### config.mk
export PLATFORM = sky130hd
export DESIGN_NAME = fpec_front
export DESIGN_NICKNAME = d
export VERILOG_FILES = /design/src/rtl/fpec_pkg.sv /design/src/rtl/fpec_front.sv
export SDC_FILE = /design/constraint.sdc
export NUM_CORES = 1
export LEC_CHECK = 0
export CAP_MARGIN = 10
export CORE_MARGIN = 5
export CORE_UTILIZATION = 35
export DETAILED_ROUTE_END_ITERATION = 7
export DONT_BUFFER_PORTS = 1
export PLACE_DENSITY = 0.52
export SYNTH_ARGS = -nofsm -noshare
export SYNTH_HDL_FRONTEND = slang
export SYNTH_SLANG_ARGS = --single-unit
### constraint.sdc
create_clock -name vclk -period 1.8
set_input_delay 0.09 -clock vclk [all_inputs]
set_output_delay 0.09 -clock vclk [all_outputs]
set_load 0.01 [all_outputs]
### src/rtl/fpec_pkg.sv
`timescale 1ns / 1ps

package fpec_pkg;

    // Bus operation codes, as carried by the func field.
    typedef enum logic [2:0] {
        OP_RD_SR   = 3'd0,
        OP_RD_CR   = 3'd1,
        OP_WR_SR   = 3'd2,
        OP_WR_CR   = 3'd3,
        OP_KEY     = 3'd4,
        OP_PROG    = 3'd5,
        OP_RD_WORD = 3'd6,
        OP_NONE    = 3'd7
    } op_t;

    localparam int WORD_IDX_W  = 18;
    localparam int QUEUE_DEPTH = 2;

    // Classified command handed from front to back.
    typedef struct packed {
        op_t                   op;
        logic                  aligned;
        logic                  key_one;
        logic                  key_two;
        logic [WORD_IDX_W-1:0] word;
        logic [31:0]           data;
    } cmd_t;

    // Queue head as seen by the back end.
    typedef struct packed {
        logic valid;
        cmd_t cmd;
    } qhead_t;

    typedef enum logic [1:0] {
        S_IDLE  = 2'd0,
        S_EXEC  = 2'd1,
        S_MEM   = 2'd2,
        S_ERASE = 2'd3
    } state_t;

    localparam logic [31:0] CTRL_RESET  = 32'hC000_0000;
    localparam logic [31:0] KEY_ONE     = 32'h4567_0123;
    localparam logic [31:0] KEY_TWO     = 32'hCDEF_89AB;
    localparam logic [31:0] ERASED_WORD = 32'hFFFF_FFFF;

    // Status bits.
    localparam int SR_EOP_BIT     = 0;
    localparam int SR_PROGERR_BIT = 3;
    localparam int SR_BSY_BIT     = 16;

    // Control bits.
    localparam int CR_PG_BIT   = 0;
    localparam int CR_PER_BIT  = 1;
    localparam int CR_MER1_BIT = 2;
    localparam int CR_PNB_LSB  = 3;
    localparam int CR_PNB_MSB  = 10;
    localparam int CR_BKER_BIT = 11;
    localparam int CR_MER2_BIT = 15;
    localparam int CR_STRT_BIT = 16;
    localparam int CR_LOCK_BIT = 31;

    // Register index on the configuration port (paddr bit 2).
    localparam logic REG_BANK_SWAP = 1'b0;

endpackage

### src/rtl/fpec_front.sv
`timescale 1ns / 1ps

module fpec_front (
    input  logic           start,
    input  logic [2:0]     func,
    input  logic [19:0]    addr,
    input  logic [31:0]    data,
    input  logic           q_full,
    input  logic           clearing,
    output logic           busy,
    output logic           push,
    output fpec_pkg::cmd_t cmd
);

    // Hold off new beats while the queue is full or the array is being cleared.
    assign busy = q_full || clearing;
    assign push = start && !busy;

    // Classify the beat: decode the op, pre-compare the keys, check alignment.
    assign cmd.op      = fpec_pkg::op_t'(func);
    assign cmd.aligned = (addr[1:0] == 2'b00);
    assign cmd.key_one = (data == fpec_pkg::KEY_ONE);
    assign cmd.key_two = (data == fpec_pkg::KEY_TWO);
    assign cmd.word    = addr[19:2];
    assign cmd.data    = data;

endmodule

### Word level (Yosys, flattened, before mapping)

Cells that the tools add are included.

| storage, ports and cells | value |
|---|---|
| input port bits | 58 |
| output and inout port bits | 58 |
| logic and storage cells | 6 |
| bits in registers | 0 |

| operators by class | value |
|---|---|
| reduce and logical (&&, ||, !) cells | 4 |
| equality and inequality tests | 2 |

Operators with widths:

| operator | number |
|---|---|
| equality test 32 x 31 -> 1 bit (second input constant) | 1 |
| equality test 32 bit (second input constant) | 1 |
| zero test 2 bit | 1 |
| logical AND 1 bit | 1 |
| zero test 1 bit | 1 |
| logical OR 1 bit | 1 |

### Logic depth before layout (Yosys ltp)

| logic depth | value |
|---|---|
| depth in word-level cells | 3 |
| depth in mapped cells | 3 |
| depth with buffers taken out | 3 |

### Worst setup path after synthesis

OpenSTA, ideal clock, no wires.

| path | value |
|---|---|
| path type | input port to output port |
| from | input port data[25] |
| to | output port cmd[50] (netlist name) |
| stages on the path | 3 |
| path buffers | 0 |
| required time | 1.710 ns |
| arrival | 0.860 ns |
| setup slack | 0.850 ns |
| cells stage by stage | nor4b_2 nand4_1 nor4_2 |

RTL lines:

| what | line | text |
|---|---|---|
| from (decl) | fpec_front.sv:7 | `input logic [31:0] data,` |
| to (decl) | fpec_front.sv:12 | `output fpec_pkg::cmd_t cmd` |

==> results <==
- For this design, the CTS-stage hold fixing added 0 buffers.
- The via count of the first global-routing pass is about 260.
- Setup repair after global routing left no endpoint under its margin.
- The number of antenna violations at the first check in global routing is 0.
- The flip-flop and latch count is 0.
- The switching power as a share of total power is between 40% and 50%.
- Hold timing on the final database bottoms out at a slack of ~0.18 ns.
- The final route contains 255 vias.
- The die footprint is between 2000 and 2500 um^2.
- The area overhead of the layout relative to synthesis is -70.7%.
- The total leakage power is approximately 0.034 nW.
- The maximum vdd drop is 0.0217 mV.
- Setup violations remaining at the end of the flow were counted as 0.
- The number of antenna-violating nets in the routed design is 0.
- The top cell type by area accounts for 74.5% of the synthesized area.
- At the pin with the least slew margin, the transition time is between 0.4 and 0.5 ns.
- The first detailed-routing pass took 2 iterations.
- The post-route netlist has 21.1% of its cells at a drive strength greater than 1.
- The placed standard-cell area is 156 um^2.
- The average cell area after synthesis is about 7.4 um^2.
- Dividing the detail-routed via count by the number of cells gives around 7.3.
- After routing, the total negative slack on setup checks comes to 0 ns.
- The synthesized design spends more area on one cell type than any other, namely sky130_fd_sc_hd__buf_4.
- The netlist uses 14 different library cells.
- The total of buffers placed on input and output ports is 0.
- The number of maximum-capacitance constraint violations is 0.
- Dividing the detail-routed wire length by the instance count gives around 26 um.
- The sequential power share is 0%.
- The gate family responsible for the most delay along the worst path is simple AND/OR/NAND/NOR gates.
- Along the worst path, the maximum fanout reaches 2.
- The final antenna diode count is 0.
- The final hold violation count is 0.
- The post-route cell area is 156 um^2.
- The arrival time at the worst endpoint is between 1 and 1.5 ns.
- The floorplan die width is 49.1 um.
- For this run, the slowest stage of the critical path takes around 0.46 ns.
- Combinational logic burns 100.0% of the power.
- The number of placed instances, taps included, is 35.
- The count of clock buffers in the final design is 0.
- The total area inside the core boundary comes to about 1500 um^2.
- For this run, the top clock speed supported by timing is 901 MHz.
- After floorplanning, the core was divided into 14 placement rows.
- In this run the vertical extent of the chip is a little under 50 um.
- The initial core utilization is ~36%.
- The top cell types in the final layout, fill and taps aside, are sky130_fd_sc_hd__nand4_1, sky130_fd_sc_hd__nor4_1, sky130_fd_sc_hd__nor2_1, sky130_fd_sc_hd__nand2_1.
- Measured against its own limit, the worst slew margin works out to between 70% and 80%.
- The kind of critical path is input port to primary output.
- Entering global routing, the biggest net connects 4 pins.
- In this run the worst hold path is classified as input port to primary output.
- The startpoint class of the critical path is an input port.
- After layout, the worst path uses between 60% and 70% of the clock period.
- The total chip power is about 0.000012 W.
- The count of pins on the block boundary is 116.
- The final critical path time including I/O delays and setup is 1.11 ns.
- The final RePlAce weighted congestion is 0.636.
- Across every metal layer, demand over resource in global routing totals between 5 and 6%.
- The number of DRC violations after detailed routing is 0.
- Traced cell by cell, the critical path runs through nor4b_2 -> nand4_1 -> nor4_2.
- The first global-routing pass estimated 1230 um of wire.
- The synthesized netlist occupies a cell area of 534 um^2.
- The share of power burned in the clock network is 0%.
- In this run, post-CTS repair resized a total of 0 instances.
- Post-CTS timing repair inserted 0 buffers for setup.
- The power density over cell area is around 75 nW/um^2.
- For this run the aggregate overflow at the end of global routing stands at 0.
- The total net switching power is around 0.000005 W.
- The element type at the critical path end is a primary output.
- By area the synthesized netlist is led by sky130_fd_sc_hd__buf_4, sky130_fd_sc_hd__nand4_1, sky130_fd_sc_hd__nor4_1, sky130_fd_sc_hd__nor4b_2, sky130_fd_sc_hd__and4bb_2.
- In the final design database the tool counted between 70 and 80 nets.
- The combined buffer and inverter count along the critical path is 0.
- The total number of yosys warnings is 0.
- The final cell count without fillers is 35.
- The synthesized net count is 130.
- The violation count after the first detailed-route iteration is 2.
- The slowest stage of the critical path is the sky130_fd_sc_hd__nor4_2 cell.
- The internal portion of total power is 0.00000665 W.
- The run finished with clean final reports.
- The fraction of the yosys area taken by sequential cells is 0%.
- Data on the critical path is required at its endpoint by around 1.7 ns.
- The aggregate routed wire length is 907 um.
- After technology mapping, the gate count stands at 72.
- Summing all flip-flop and latch instances after layout gives 0 um^2.
- The max-slew violation count came to 0.
-- cell type report --
| class | count | area, um^2 |
|---|---|---|
| Tap cell | 16 | 20.0 |
| Inverter | 1 | 3.75 |
| Fill cell | 178 | 1320 |
| Multi-Input combinational cell | 18 | 133 |
-- logic make-up after synthesis --
family,synth area share [%]
and+or+nand+nor,24.8
buffers and inverters,75.2
-- Yosys cell counts --
| master | instances |
|---|---|
| sky130_fd_sc_hd__and4_1 | 1 |
| sky130_fd_sc_hd__inv_1 | 1 |
| sky130_fd_sc_hd__buf_4 | 53 |
| sky130_fd_sc_hd__and4bb_2 | 1 |
| sky130_fd_sc_hd__nor4_1 | 3 |
| sky130_fd_sc_hd__nor4bb_1 | 1 |
| sky130_fd_sc_hd__or2_2 | 1 |
| sky130_fd_sc_hd__nand2_1 | 2 |
| sky130_fd_sc_hd__nor3_1 | 1 |
| sky130_fd_sc_hd__nand4_1 | 3 |
| sky130_fd_sc_hd__nor4_2 | 1 |
| sky130_fd_sc_hd__nor2_1 | 2 |
| sky130_fd_sc_hd__and4b_1 | 1 |
| sky130_fd_sc_hd__nor4b_2 | 1 |
-- routing by layer --
layer | part of all wire, % | GRT usage, % | vias to the layer above
met1 | 27 | 5.43 | 113
met3 | 20 | 2.75 | 14
met2 | 49 | 10.1 | 46
li1 | - | - | 82
met5 | 0 | 0 | -
met4 | 3.4 | 4.04 | 0
-- power groups by stage --
stage	combinational (W)	sequential [W]	clock, W
after floorplan	0.000132	0	0
after global placement	0.0000121	0	0
after detailed placement	0.0000121	0	0
after CTS	0.0000121	0	0
after global routing	0.0000132	0	0
final	0.0000118	0	0
-- final timing paths --
path,start,endpoint,slack (ns),cells after the start
min,addr[9],cmd[39],0.18,0
max,data[25],cmd[50],0.69,3
-- metrics by stage --
stage | utilization [%] | worst slack, ns
2_1_floorplan | - | 0.850
3_3_place_gp | 10.6 | 0.655
3_5_place_dp | 10.6 | 0.633
4_1_cts | 10.6 | 0.633
5_1_grt | 10.6 | 0.601
6_report | 10.6 | 0.690
No activity file was read; power rests on OpenSTA's default activity.
