--- config.mk ---
export PLATFORM = sky130hd
export DESIGN_NAME = fpec_queue
export DESIGN_NICKNAME = d
export VERILOG_FILES = /design/src/rtl/fpec_pkg.sv /design/src/rtl/fpec_queue.sv
export SDC_FILE = /design/constraint.sdc
export NUM_CORES = 1
export LEC_CHECK = 0
export BUFFER_PORTS_ARGS = -buffer_cell sky130_fd_sc_hd__buf_2
export CORE_MARGIN = 2
export CORE_UTILIZATION = 34
export DETAILED_ROUTE_END_ITERATION = 10
export PLACE_DENSITY = 0.63
export SETUP_SLACK_MARGIN = 0.4
export SLEW_MARGIN = 20
export SYNTH_ARGS = -nofsm -noshare
export SYNTH_HDL_FRONTEND = slang
export SYNTH_SLANG_ARGS = --single-unit
--- constraint.sdc ---
create_clock -name clk -period 4.6 [get_ports clk]
set_clock_uncertainty 0.15 [all_clocks]
set_input_delay 0.69 -clock clk [delete_from_list [all_inputs] [get_ports clk]]
set_output_delay 0.69 -clock clk [all_outputs]
set_load 0.1 [all_outputs]
--- src/rtl/fpec_pkg.sv ---
`timescale 1ns / 1ps

package fpec_pkg;

    // Bus operation codes, as carried by the func field.
    typedef enum logic [2:0] {
        OP_RD_SR   = 3'd0,
        OP_RD_CR   = 3'd1,
        OP_WR_SR   = 3'd2,
        OP_WR_CR   = 3'd3,
        OP_KEY     = 3'd4,
        OP_PROG    = 3'd5,
        OP_RD_WORD = 3'd6,
        OP_NONE    = 3'd7
    } op_t;

    localparam int WORD_IDX_W  = 18;
    localparam int QUEUE_DEPTH = 2;

    // Classified command handed from front to back.
    typedef struct packed {
        op_t                   op;
        logic                  aligned;
        logic                  key_one;
        logic                  key_two;
        logic [WORD_IDX_W-1:0] word;
        logic [31:0]           data;
    } cmd_t;

    // Queue head as seen by the back end.
    typedef struct packed {
        logic valid;
        cmd_t cmd;
    } qhead_t;

    typedef enum logic [1:0] {
        S_IDLE  = 2'd0,
        S_EXEC  = 2'd1,
        S_MEM   = 2'd2,
        S_ERASE = 2'd3
    } state_t;

    localparam logic [31:0] CTRL_RESET  = 32'hC000_0000;
    localparam logic [31:0] KEY_ONE     = 32'h4567_0123;
    localparam logic [31:0] KEY_TWO     = 32'hCDEF_89AB;
    localparam logic [31:0] ERASED_WORD = 32'hFFFF_FFFF;

    // Status bits.
    localparam int SR_EOP_BIT     = 0;
    localparam int SR_PROGERR_BIT = 3;
    localparam int SR_BSY_BIT     = 16;

    // Control bits.
    localparam int CR_PG_BIT   = 0;
    localparam int CR_PER_BIT  = 1;
    localparam int CR_MER1_BIT = 2;
    localparam int CR_PNB_LSB  = 3;
    localparam int CR_PNB_MSB  = 10;
    localparam int CR_BKER_BIT = 11;
    localparam int CR_MER2_BIT = 15;
    localparam int CR_STRT_BIT = 16;
    localparam int CR_LOCK_BIT = 31;

    // Register index on the configuration port (paddr bit 2).
    localparam logic REG_BANK_SWAP = 1'b0;

endpackage

--- src/rtl/fpec_queue.sv ---
`timescale 1ns / 1ps

module fpec_queue (
    input  logic                clk,
    input  logic                rst_n,
    input  logic                push,
    input  fpec_pkg::cmd_t      push_cmd,
    input  logic                pop,
    output logic                full,
    output fpec_pkg::qhead_t    head
);

    localparam int DEPTH = fpec_pkg::QUEUE_DEPTH;
    localparam int PW    = (DEPTH > 1) ? $clog2(DEPTH) : 1;
    localparam int CW    = $clog2(DEPTH + 1);

    fpec_pkg::cmd_t slot_reg [DEPTH];
    logic [PW-1:0]  wr_ptr_reg, wr_ptr_next;
    logic [PW-1:0]  rd_ptr_reg, rd_ptr_next;
    logic [CW-1:0]  count_reg, count_next;
    logic           do_pop;

    assign do_pop = pop && (count_reg != '0);
    assign full   = (count_reg == CW'(DEPTH));

    // Wrap pointers at the depth, which need not be a power of two.
    always_comb
    begin
        wr_ptr_next = wr_ptr_reg;
        rd_ptr_next = rd_ptr_reg;
        count_next  = count_reg;
        if (push)
        begin
            wr_ptr_next = (wr_ptr_reg == PW'(DEPTH - 1)) ? '0 : wr_ptr_reg + PW'(1);
        end
        if (do_pop)
        begin
            rd_ptr_next = (rd_ptr_reg == PW'(DEPTH - 1)) ? '0 : rd_ptr_reg + PW'(1);
        end
        case ({push, do_pop})
            2'b10:   count_next = count_reg + CW'(1);
            2'b01:   count_next = count_reg - CW'(1);
            default: count_next = count_reg;
        endcase
    end

    always_ff @(posedge clk or negedge rst_n)
    begin
        if (!rst_n)
        begin
            wr_ptr_reg <= '0;
            rd_ptr_reg <= '0;
            count_reg  <= '0;
        end
        else
        begin
            wr_ptr_reg <= wr_ptr_next;
            rd_ptr_reg <= rd_ptr_next;
            count_reg  <= count_next;
        end
    end

    always_ff @(posedge clk)
    begin
        if (push)
        begin
            slot_reg[wr_ptr_reg] <= push_cmd;
        end
    end

    assign head.valid = (count_reg != '0);
    assign head.cmd   = slot_reg[rd_ptr_reg];

endmodule

; After elaboration in Yosys (flattened, before gate mapping)
; Memory sizes are Yosys's and may differ from the RTL's.
; Cells that the tools add are included.
[word_totals]
ff_bits = 4
latch_bits = 0
ramBits = 112
romBits = 0
inputBits = 60
out_inout_bits = 58
word_cells = 19
n_memories = 1
[mem_list]
columns = name, words, word_bits, read_ports, rd_ports_with_merged_regs, write_ports, line
row1 = slot_reg, 2, 56, 1, 0, 1, fpec_queue.sv:17  ; fpec_pkg::cmd_t slot_reg [DEPTH];
[op_classes]
addsub = 4
n_mul = 0
n_div = 0
magnitude_cmp = 0
eq_ne = 3
n_shift = 0
n_mux = 5
bitwise = 0
n_reduce_logical = 3
[op_table]
columns = op, n
row1 = $eq A2 B2 Y1 const B, 2
row2 = $mux W1, 4
row3 = $pmux W2 S2, 1
row4 = $reduce_bool A2 Y1, 2
row5 = $add A1 B1 Y1 const B, 2
row6 = $add A2 B1 Y2 const B, 1
row7 = $eq A2 B1 Y1 const B, 1
row8 = $sub A2 B1 Y2 const B, 1
row9 = $logic_and A1 B1 Y1, 1

; Depth between registers and ports, before layout
; Gate-level depths: netlist (run 1).
[logic_depth]
ltp_word = 4
ltp_mapped = 6

; Worst setup path after synthesis (run 1)
; No wires, ideal clock.
[synth_path]
kind = input port to flip-flop
startpoint = input port push
endpoint = memory slot_reg[0][0] (netlist name), enable pin
setup_time_ps = 471
arrival_ps = 3099
required_time_ps = 3979
slack_ps = 880
path_stages = 2
n_path_buf = 0
cell_sequence = inv_1 nor2_1
[synth_between]
elab_chain_cells = 2
[synth_lines]
columns = item, line
row1 = from (decl), fpec_queue.sv:6  ; input logic push,
row2 = $mux W1, fpec_queue.sv:65  ; if (push)
row3 = $mux W1 (not written as such), fpec_queue.sv:67  ; slot_reg[wr_ptr_reg] <= push_cmd;
row4 = to (decl), fpec_queue.sv:17
; Every way passes these cells.

==> impl_metrics.ini, run 1 <==
[critical_path]
cp_top_family = flip-flops
crit_type = flip-flop to output port
crit_chain = mux2_2, buf_2
cp.depth = 2
start_kind = flip-flop
cp-startpoint = rd_ptr_reg$_DFFE_PN0P_
r2r-end = slot_reg[1][23]$_DFFE_PP_
crit_fanout = 57
worstPathArrival_ns = 2.23
path_buf_inv = 1
critPathRequiredTime_ns = 3.76
r2r-start = wr_ptr_reg$_DFFE_PN0P_
slowest_stage = dfrtp_4
crit_path_end = head[45]
end_kind = output port
r2r.worst_path.cells = 2
reg2reg_slack_ns = 2.48
slowest_delay_ns = 1.04

[layout]
area_delta_synth_final_pct = 32.1
largest_reg_flops = 112
diodes = 0
drive_gt1_frac = 0.620
fillers = 1099
final_cell_area_mm2 = 0.00575
nets = 385

[logic_synthesis]
async_flop_share = 0.0345
ys_top_cells_by_count = edfxtp_1, mux2_4, mux2_2
ys.warnings.count = 0
ys_seq_area_frac = 0.795
synth_area_mm2 = 0.00436
synthFlopType = edfxtp_1
synth_cell_types = 15
synth_area_per_cell_um2 = 22.8
synth_top_area_share = 0.772
synth_seq_cells = 116
synth.largest_area_cell = edfxtp_1
yosysMostFrequentCell = edfxtp_1
netlist_instances = 191
synth_edf_count = 112
synth.area.top_cells = edfxtp_1, mux2_4, mux2_2
syn-num-nets = 252

[grt]
antenna_found_initial = 1
overflow = 0
grt_max_degree = 58
grt_usage = 0.114
grt_pass1_wl_um = 11100
grt_pass1_vias = 2272

[floorplan]
coreArea_mm2 = 0.0126
die_area_mm2 = 0.0137
std_cell_rows = 41
die_y_um = 117
start_util = 0.347
die_w_um = 117
ioPinCount = 118

[timing]
fmax_mhz = 326
slew_headroom = 0.365
fin_crit_sh = 0.667
slew_viol_final = 0
setup_viol = 0
hold_ws_ns = 0.320
post-route-min-period_ns = 3.07
worstMarginPinSlew_ns = 0.953
finalHoldViolCount = 0
grt_setup_unrepaired = false
setup-tns-final_ns = 0

[cts]
cts_max_level = 4
post_cts_buffers = 0
cts_tree = built
cts_hold_buf = 1
clock_tree.root_cell = clkbuf_16
path_clk_slew_ns = 0.05
clk_latency_ns = 0.40
clockBufferDepth = 2
numCtsBuffers = 17
cts-resized-gates = 0
clkSinkCount = 116

[detailed_routing]
vias = 2179
drc = 0
wl_per_cell_um = 14.7
ant_nets = 0
dr.pass1.iters = 4
vias_per_cell = 4.28
drt_wl_total_um = 7470
drt_iter0_drc = 86

[placement]
io_buffers = 117
gp_congestion = 0.633
dp_hpwl_um = 4650
dpl_cell_area_mm2 = 0.00513

[job]
drv_cap = 0

[worst_hold_path]
hold_path.class = primary input to flip-flop

[status]
status = completed
==> routing by layer <==
layer	wire length, um	track usage
met5	16	0
met1	3090	0.124
met4	187	0.0729
met2	3670	0.183
met3	506	0.0474
==> through the flow <==
step,utilization,setup slack (ns),instances
final,0.458,1.53,509
after global routing,0.458,1.42,509
after CTS,0.458,1.44,509
after detailed placement,0.408,1.90,476
after global placement,0.408,1.90,476
after floorplan,-,0.880,191
==> kinds of logic after synthesis <==
| family | count (synthesis) | synth area share |
|---|---|---|
| flip-flops | 116 | 0.795 |
| multiplexers | 56 | 0.171 |
| buffers and inverters | 7 | 0.0135 |
| AND/OR/NAND/NOR | 6 | 0.00805 |
| XOR/XNOR | 5 | 0.0101 |
| adder cells (fa/ha/maj) | 1 | 0.00287 |
==> worst register-to-register path, stage by stage (launching register included) <==
cell and delay, ns:
dfrtp_1 0.41, and2_2 0.71, buf_4 0.49
==> worst min path at each step <==
stage	startpoint	to	cells after the start
floorplan	rst_n	count_reg[0]$_DFFE_PN0P_	0
global placement	count_reg[1]$_DFFE_PN0P_	count_reg[1]$_DFFE_PN0P_	1
detailed placement	count_reg[1]$_DFFE_PN0P_	count_reg[1]$_DFFE_PN0P_	1
CTS	push_cmd[30]	slot_reg[0][30]$_DFFE_PP_	1
global route	push_cmd[12]	slot_reg[1][12]$_DFFE_PP_	1
finish	push_cmd[14]	slot_reg[1][14]$_DFFE_PP_	1
==> layout by cell type (no fill, tap or decap), types with 2 or more instances in the layout <==
master / count
buf_2: 117
edfxtp_1: 112
mux2_4: 30
mux2_2: 26
clkbuf_16: 17
clkinvlp_4: 5
bufinv_16: 4
xor2_1: 3
clkinv_2: 3
dfrtp_1: 3
xnor2_1: 2
clkinv_1: 2
buf_4: 2
==> layout make-up <==
cell class	count	area, um2	area share
clock buffers	17	425	0.0739
clock inverters	15	189	0.0328
inverters	1	3.75	0.000652
multi-input cells	68	843	0.147
flip-flops and latches	116	3470	0.603
well taps	172	215	0.0374
repair buffers	120	611	0.106
Power of run 1 is not shown: default switching activity piles up to over one toggle a cycle in this logic, so the estimate is an artifact.
==> run 2: changes to the inputs <==
Clock period 4.6 ns to 2.9 ns, I/O delays scaled along.
==> impl_metrics.ini, run 2 (synthesis gave the netlist of run 1 again) <==
[status]
status = completed

[placement]
dp_hpwl_um = 4810
dp_slack_ns = 0.620
io_buffers = 117
gp_congestion = 0.654

[timing]
setup-tns-final_ns = 0
fmax_mhz = 414
fin_crit_sh = 0.833
post-route-min-period_ns = 2.42
setup_viol = 0
grt_setup_unrepaired = false
slew_headroom = 0.607
worstMarginPinSlew_ns = 0.589
finalHoldViolCount = 0
fin_ws_ns = 0.483
slew_viol_final = 0

[detailed_routing]
vias = 2204
dr.pass1.iters = 4
drt_iter0_drc = 80
drt_wl_total_um = 7690
drc = 0
vias_per_cell = 4.30
ant_nets = 0
wl_per_cell_um = 15.0

[cts]
clock_tree.root_cell = clkbuf_16
clkSinkCount = 116
cts_tree = built
path_clk_slew_ns = 0.05
cts_max_level = 4
numCtsBuffers = 17
clockBufferDepth = 2
clk_latency_ns = 0.41

[layout]
fillers = 1123
layout_common_cells = buf_2, edfxtp_1, mux2_4
largest_reg_flops = 112
drive_gt1_frac = 0.613
nets = 390
final_common_cell = buf_2
area_delta_synth_final_pct = 31.2
diodes = 0

[grt]
grt_pass1_wl_um = 11400
overflow = 0
grt_usage = 0.119
grt_pass1_vias = 2346
antenna_found_initial = 0
grt_max_degree = 36

[critical_path]
crit_fanout = 32
r2r-start = wr_ptr_reg$_DFFE_PN0P_
crit_type = flip-flop to output port
critPathRequiredTime_ns = 2.32
cp-startpoint = rd_ptr_reg$_DFFE_PN0P_
end_kind = output port
start_kind = flip-flop
worstPathArrival_ns = 1.83

[floorplan]
die_w_um = 117
start_util = 0.347
ioPinCount = 118
coreArea_mm2 = 0.0126
std_cell_rows = 41
die_y_um = 117
die_area_mm2 = 0.0137

[worst_hold_path]
hold_path.class = primary input to flip-flop
holdCritStartpoint = push_cmd[55]

[job]
drv_cap = 0
-- run 2: final cells by class --
class                      count  area (um2)  share of cell area
clock inverter                14        72.6              0.0127
timing repair buffer         125         688               0.120
tap                          172         215              0.0377
multi-input combinational     68         843               0.148
inverter                       1        3.75            0.000657
clock buffer                  17         425              0.0744
sequential                   116        3470               0.607
-- run 2: path summary, 6_finish.rpt --
kind / endpoint / slack, ns / depth (start not counted)
min in group asynchronous: count_reg[1]$_DFFE_PN0P_ / 0.22 / 2
min: slot_reg[0][55]$_DFFE_PP_ / 0.06 / 1
max in group asynchronous: rd_ptr_reg$_DFFE_PN0P_ / 2.25 / 2
max: head[51] / 0.48 / 3
min reg2reg: count_reg[1]$_DFFE_PN0P_ / 0.36 / 1
max reg2reg: slot_reg[1][24]$_DFFE_PP_ / 1.12 / 2
-- run 2: per-stage QoR --
| stage | area [um2] | util | hold slack (ns) | cells |
|---|---|---|---|---|
| finish | 5720 | 0.455 | 0.0640 | 513 |
| global route | 5720 | 0.455 | 0.0441 | 513 |
| CTS | 5720 | 0.455 | 0.0422 | 513 |
| detailed placement | 5170 | 0.411 | 0.0973 | 478 |
| global placement | 5170 | 0.411 | 0.0968 | 478 |
| floorplan | 4360 | - | -0.0106 | 191 |
-- run 2: worst max-delay path, cell delays in order, from the launching register on --
cell,delay (ns)
dfrtp_4,0.52
buf_16,0.21
mux2_2,0.25
buf_2,0.41
-- run 2: timing repair --
item | 4_1_cts | 5_1_grt
hold endpoints to repair | 4 | 0
setup endpoints to repair | 32 | 0
hold buffers | 1 | 0
buffers inserted | 3 | 0
gates resized for setup | 1 | 0
-- run 2: per-layer routing --
metal / share of wire / vias up / track usage
li1: - / 1028 / -
met1: 0.39 / 1081 / 0.119
met2: 0.52 / 80 / 0.204
met3: 0.072 / 15 / 0.0572
met4: 0.019 / 0 / 0.0659
met5: 0 / - / 0
Power of run 2 is left out for the same reason.
==> run 3: changes to the inputs <==
Settings changed: ABC_AREA from default to 1.
Clock period 2.9 ns to 2.3 ns, I/O delays scaled along.
==> impl_metrics.ini, run 3 <==
[status]
status = completed

[timing]
finalHoldViolCount = 0
slew_viol_final = 0
setup_viol = 0
slew_headroom = 0.660
fmax_mhz = 500
post-route-min-period_ns = 2.00
fin_crit_sh = 0.869
grt_setup_unrepaired = true
worstMarginPinSlew_ns = 0.510
setup-tns-final_ns = 0

[logic_synthesis]
synth_area_per_cell_um2 = 13.3
ys.warnings.count = 0
synth_top_area_share = 0.786
ys_seq_area_frac = 0.809
synth.area.top_cells = edfxtp_1, nand2_1, dfrtp_1
synthFlopType = edfxtp_1
synth.largest_area_cell = edfxtp_1
yosysMostFrequentCell = nand2_1
synth_cell_types = 13
synth_area_mm2 = 0.00428
syn-num-nets = 382
ys_top_cells_by_count = nand2_1, edfxtp_1, buf_2
synth_edf_count = 112
synth_seq_cells = 116
netlist_instances = 321
async_flop_share = 0.0345

[critical_path]
crit_chain = clkinv_4, buf_6, clkbuf_16, nand2_1, nand2_2, buf_12
slowest_stage = dfrtp_2
worstPathArrival_ns = 1.50
crit_fanout = 9
end_kind = output port
start_kind = flip-flop
cp_top_family = buffers and inverters
crit_type = flip-flop to output port
slowest_delay_ns = 0.43
path_buf_inv = 4
critPathRequiredTime_ns = 1.80

[floorplan]
coreArea_mm2 = 0.0122
start_util = 0.352
die_area_mm2 = 0.0135
die_w_um = 116
std_cell_rows = 40
ioPinCount = 118
die_y_um = 116

[grt]
use_met3 = 0.0493
antenna_found_initial = 0
use_met1 = 0.188
top_usage_layer = met2
grt_usage = 0.159
grt_max_degree = 35
overflow = 0
grt_pass1_vias = 3181
grt_pass1_wl_um = 15900
grt_use_met2 = 0.280

[layout]
diodes = 0
largest_reg_flops = 112
layout_common_cells = edfxtp_1, nand2_1, buf_12
final_common_cell = edfxtp_1
area_delta_synth_final_pct = 81.9
drive_gt1_frac = 0.481
nets = 585

[detailed_routing]
vias = 3040
drt_iter0_drc = 131
drt_wl_total_um = 10800
drc = 0
vias_per_cell = 4.32
wl_per_cell_um = 15.3
dr.pass1.iters = 4
ant_nets = 0

[job]
drv_cap = 0

[cts]
clockBufferDepth = 2
numCtsBuffers = 17
path_clk_slew_ns = 0.05
clk_latency_ns = 0.39
cts_tree = built
cts_max_level = 4
clkSinkCount = 116
clock_tree.root_cell = clkbuf_16

[placement]
io_buffers = 117
dp_hpwl_um = 5680
gp_congestion = 0.696

[worst_hold_path]
hold_path.class = primary input to flip-flop
-- run 3: cell count changes in the layout (fill, tap and decap cells not counted), moves of 4 or more --
| cell | previous run | this run |
|---|---|---|
| buf_16 | 1 | 5 |
| nand2_1 | 0 | 89 |
| buf_2 | 117 | 59 |
| buf_12 | 1 | 62 |
| inv_1 | 1 | 6 |
| dlygate4sd3_1 | 1 | 57 |
| nand2_4 | 0 | 31 |
| mux2_2 | 26 | 0 |
| nand2_2 | 0 | 57 |
| clkbuf_16 | 17 | 21 |
| mux2_4 | 30 | 0 |
-- run 3: layout make-up --
| cell class | instances | area [um2] |
|---|---|---|
| clock buffer | 18 | 429 |
| clock inverter | 13 | 118 |
| fill | 864 | 4380 |
| inverter | 8 | 38.8 |
| multi-input combinational | 185 | 1100 |
| sequential | 116 | 3460 |
| tap | 168 | 210 |
| timing repair buffer | 196 | 2420 |
-- run 3: worst paths after layout --
| check | start | endpoint | slack (ns) | cells past startpoint |
|---|---|---|---|---|
| hold / removal | push | wr_ptr_reg$_DFFE_PN0P_ | 0.02 | 2 |
| setup reg to reg | count_reg[0]$_DFFE_PN0P_ | count_reg[1]$_DFFE_PN0P_ | 0.70 | 9 |
| min in group asynchronous | rst_n | rd_ptr_reg$_DFFE_PN0P_ | 0.14 | 2 |
| max in group asynchronous | rst_n | rd_ptr_reg$_DFFE_PN0P_ | 1.72 | 2 |
| setup / recovery | rd_ptr_reg$_DFFE_PN0P_ | head[38] | 0.30 | 6 |
| hold reg to reg | count_reg[1]$_DFFE_PN0P_ | count_reg[1]$_DFFE_PN0P_ | 0.38 | 2 |
-- run 3: routing by layer --
layer	up-vias	part of all wire
met5	-	0
li1	1491	-
met2	93	0.53
met1	1448	0.41
met4	0	0.014
met3	8	0.041
-- run 3: timing repair --
item	4_1_cts	5_1_grt
setup endpoints to repair	57	57
hold buffers	57	0
pin swaps	6	19
hold endpoints to repair	116	0
buffers inserted	5	0
resized for setup	68	44
gates cloned	5	4
-- run 3: logic make-up after synthesis --
logic type,Yosys count,share of synthesized area
xor+xnor,2,0.00409
fa+ha+maj,1,0.00292
buf+inv,20,0.0228
flops,116,0.809
simple gates,182,0.161
-- run 3: stage by stage --
stage               area, um2  utilization  worst slack, ns  instances  hold slack [ns]
floorplan                4370            -            0.441        321           -0.101
global placement         6000        0.493            0.554        602          0.00906
detailed placement       6000        0.493            0.533        602          0.00997
CTS                      7520        0.618            0.276        700           0.0105
global route             7780        0.640            0.253        704           0.0113
finish                   7780        0.640            0.302        704           0.0224
Power of run 3 is left out for the same reason.
